===== src/awag_pkg.sv =====
`timescale 1ns / 1ps
package awag_pkg;

	localparam int DEF_MAX_DIM   = 4096;
	localparam int DEF_FRAC_BITS = 24;

	localparam int COEF_W    = 40;
	localparam int COORD_W   = 12;
	localparam int SIZE_W    = 13;
	localparam int IDX_W     = 13;
	localparam int CFG_IDX_W = 3;
	localparam int PROD_W    = COEF_W + COORD_W + 1;
	localparam int SUM_W     = PROD_W + 2;

	localparam logic [SIZE_W-1:0] SIZE_RESET = SIZE_W'(4096);

	typedef enum logic [CFG_IDX_W-1:0] {
		REG_ROW_BASE    = 3'd0,
		REG_ROW_PER_COL = 3'd1,
		REG_ROW_PER_ROW = 3'd2,
		REG_COL_BASE    = 3'd3,
		REG_COL_PER_COL = 3'd4,
		REG_COL_PER_ROW = 3'd5,
		REG_SRC_ROWS    = 3'd6,
		REG_SRC_COLS    = 3'd7
	} reg_idx_t;

	// source index with its in-range flag
	typedef struct packed {
		logic             valid;
		logic [IDX_W-1:0] idx;
	} idx_t;

endpackage


===== src/awag_index.sv =====
`timescale 1ns / 1ps
module awag_index import awag_pkg::*; #(
	parameter int MAX_DIM   = DEF_MAX_DIM,
	parameter int FRAC_BITS = DEF_FRAC_BITS
) (
	input  logic signed [SUM_W-1:0]  value,
	input  logic        [SIZE_W-1:0] size,
	output idx_t                     index
);

	localparam logic signed [SUM_W-1:0] ONE     = SUM_W'(1) << FRAC_BITS;
	localparam logic signed [SUM_W-1:0] NEG_ONE = -ONE;
	localparam logic        [SUM_W-1:0] DIM_CAP = SUM_W'(MAX_DIM);

	logic             neg;
	logic             below_range;
	logic [SUM_W-1:0] size_w;
	logic [SUM_W-1:0] lim;
	logic [SUM_W-1:0] q;

	always_comb begin
		neg         = value[SUM_W-1];
		below_range = neg && !(value > NEG_ONE);
		size_w      = SUM_W'(size);
		lim         = (size_w > DIM_CAP) ? DIM_CAP : size_w;
		// truncation toward zero: anything in (-1, 0) lands on zero
		q           = neg ? '0 : SUM_W'(value >>> FRAC_BITS);
		index.valid = !below_range && (q < lim);
		index.idx   = q[IDX_W-1:0];
	end

endmodule


===== config.mk =====
export PLATFORM = sky130hd
export DESIGN_NAME = awag_index
export DESIGN_NICKNAME = d
export VERILOG_FILES = /design/src/awag_pkg.sv /design/src/awag_index.sv
export SDC_FILE = /design/constraint.sdc
export NUM_CORES = 1
export LEC_CHECK = 0
export ABC_CLOCK_PERIOD_IN_PS = 4200
export BUFFER_PORTS_ARGS = -buffer_cell sky130_fd_sc_hd__buf_2
export CAP_MARGIN = 40
export CELL_PAD_IN_SITES_DETAIL_PLACEMENT = 0
export CELL_PAD_IN_SITES_GLOBAL_PLACEMENT = 1
export CORE_UTILIZATION = 19
export DETAILED_ROUTE_END_ITERATION = 10
export PLACE_DENSITY_LB_ADDON = 0.15
export SYNTH_ARGS = -nofsm -noshare
export SYNTH_HDL_FRONTEND = slang
export SYNTH_SLANG_ARGS = --single-unit

===== constraint.sdc =====
create_clock -name vclk -period 4.2
set_input_delay 0.21 -clock vclk [all_inputs]
set_output_delay 0.21 -clock vclk [all_outputs]
set_load 0.02 [all_outputs]

==> summary.md <==
| Metric | Value |
|---|---|
| Core Area | `2810 µm²` |
| Final period util | `49.0%` |
| Drt drc | `8` |
| Initial DRC count | `50` |
| Worst setup SP type | `input pin` |
| Via count | `939` |
| Cell Area, Synth | `568 µm²` |
| RSZ-0062 raised after global routing | `no` |
| Final Max Slew Viols | `0` |
| PwrDens | `90.4 nW/µm²` |
| DR WL/cell | `11.0 µm` |
| Io pins | `82` |
| Run status | `finished with violations` |
| Synth unique cells | `21` |
| Layout cell share with drive strength beyond 1 | `50.3%` |
| Post-synthesis average cell area | `6.53 µm²` |
| Largest net degree at the start of global routing | `17` |
| Static Leak | `0.555 nW` |
| Met1 usage | `17.4%` |
| Multi-input logic area | `553 µm²` |
| Number of antenna diodes | `0` |
| CP arrival | `1.85 ns` |
| Leading cell type in the layout, fill and taps excluded | `buf_2` |
| Hold path start | `value[28]` |
| Die Wd | `56.7 µm` |
| First-pass GRT wire length | `3.54 mm` |
| Sequential area share after synthesis | `0%` |
| Tightest Pin Transition | `0.356 ns` |
| Area Growth Syn to Fin | `77.8%` |
| Crit path kind | `in2out` |
| Seq_cells | `0` |
| Max-cap violations | `0` |
| Drt via density | `4.74` |
| Remaining antenna violation count | `0` |
| PortBufs | `82` |
| Crit path max fanout | `12` |
| Fmax | `0.486 GHz` |
| Die area | `3210 µm²` |
| 1st-pass router iterations | `7` |
| Most frequent cells in the layout | `82 x buf_2, 15 x nand2_1, 12 x nor2b_1, 12 x ha_1` |
| Syn Inst Count | `87` |
| Fillers | `339` |
| GP Congestion | `0.696` |
| GRT overflow | `0` |
| Clk_buf instances | `0` |
| Core Rows | `19` |
| Class of the worst hold path | `in2out` |
| Register Area | `0 µm²` |
| Die H | `56.7 µm` |
| Vias in the first global route | `876` |
| Worst path required time | `3.99 ns` |
| Finish-stage setup viols | `0` |
| Final Util | `36.0%` |
| Met2 Resource Use GR | `25.0%` |
| Post-CTS setup buffers | `0` |
| Failing checks | `DRC` |
| Final hold vios | `0` |
| Synth warnings | `0` |
| Post-synth net total | `167` |
| Nets | `249` |
| Total GRT Usage | `13.3%` |
| Post-DP HPWL | `2.04 mm` |
| GR Util met3 | `0.691%` |
| CP endpoint kind | `output port` |
| Max-slew headroom | `76.2%` |
| # hold bufs at CTS | `0` |
| Wirelength, routed | `2.18 mm` |
| GR peak layer | `met2` |
| Initial antenna violation count | `0` |
| Minimum clock period | `2.06 ns` |
| Quantity of gates resized following cts | `0` |
| Initial core utilization | `20.2%` |
| Crit path from | `size[12]` |
| VDD IR-drop max | `0.0000316 V` |
| Final setup TNS | `0 ns` |
[final cells by class]
cell class | instances | share of cell area [%]
inverter | 2 | 0.743
multi-input combinational | 83 | 54.8
timing repair buffer | 82 | 40.6
tap | 31 | 3.84
[per-layer routing]
metal | wire length (µm) | share of wire [%]
met2 | 1100 | 51
met5 | 0 | 0
met3 | 155 | 7.1
met4 | 0 | 0
met1 | 918 | 42
[worst max-delay path, stage by stage]
cell	delay, ns
buf_2	0.10
inv_1	0.27
nand2_1	0.09
ha_1	0.29
a21o_1	0.16
a221oi_1	0.24
o21ai_1	0.13
a211oi_2	0.15
buf_2	0.20
[stage by stage]
| step | area, µm² | power [mW] | setup WS [ns] | hold slack, ns | instances |
|---|---|---|---|---|---|
| after floorplan | 568 | 0.0437 | 2.10 | 0.505 | 87 |
| after global placement | 1010 | 0.0906 | 2.16 | 0.808 | 198 |
| after detailed placement | 1010 | 0.0924 | 2.13 | 0.810 | 198 |
| after CTS | 1010 | 0.0928 | 2.12 | 0.812 | 198 |
| after global routing | 1010 | 0.103 | 1.96 | 0.827 | 198 |
| final | 1010 | 0.0913 | 2.14 | 0.810 | 198 |
[cells in the mapped netlist (all sizes together)]
| cell type | n | area share, % |
|---|---|---|
| nand2 | 15 | 9.9 |
| ha | 12 | 26 |
| nor2b | 12 | 13 |
| nor4 | 11 | 13 |
| nand4 | 10 | 11 |
| a21oi | 6 | 5.3 |
| nand3 | 3 | 2.6 |
| nor2 | 3 | 2.0 |
| o21ai | 3 | 2.6 |
| clkbuf | 2 | 1.3 |
| inv | 2 | 1.3 |
| a211oi | 1 | 2.2 |
| a21o | 1 | 1.3 |
| a221oi | 1 | 1.5 |
| and2b | 1 | 1.3 |
| and3 | 1 | 1.1 |
| nor3 | 1 | 0.88 |
| nor3b | 1 | 1.3 |
| o21a | 1 | 1.3 |
[power by group]
part	switching, mW	internal, mW
clock	0	0
combinational	0.0462	0.0450
sequential	0	0
[worst paths after layout]
kind,endpoint,depth (start not counted),slack (ns)
max,index[13],9,2.14
min,index[4],3,0.81
[kinds of logic (layout without fill, tap and decap cells)]
group	Yosys count	count (layout)	share of synthesized area, %
buffers and inverters	4	84	2.64
and+or+nand+nor	58	58	56.6
adders and majority gates	12	12	26.4
AOI/OAI and AO/OA	13	13	14.3
Power figures use the tool's default switching activity.
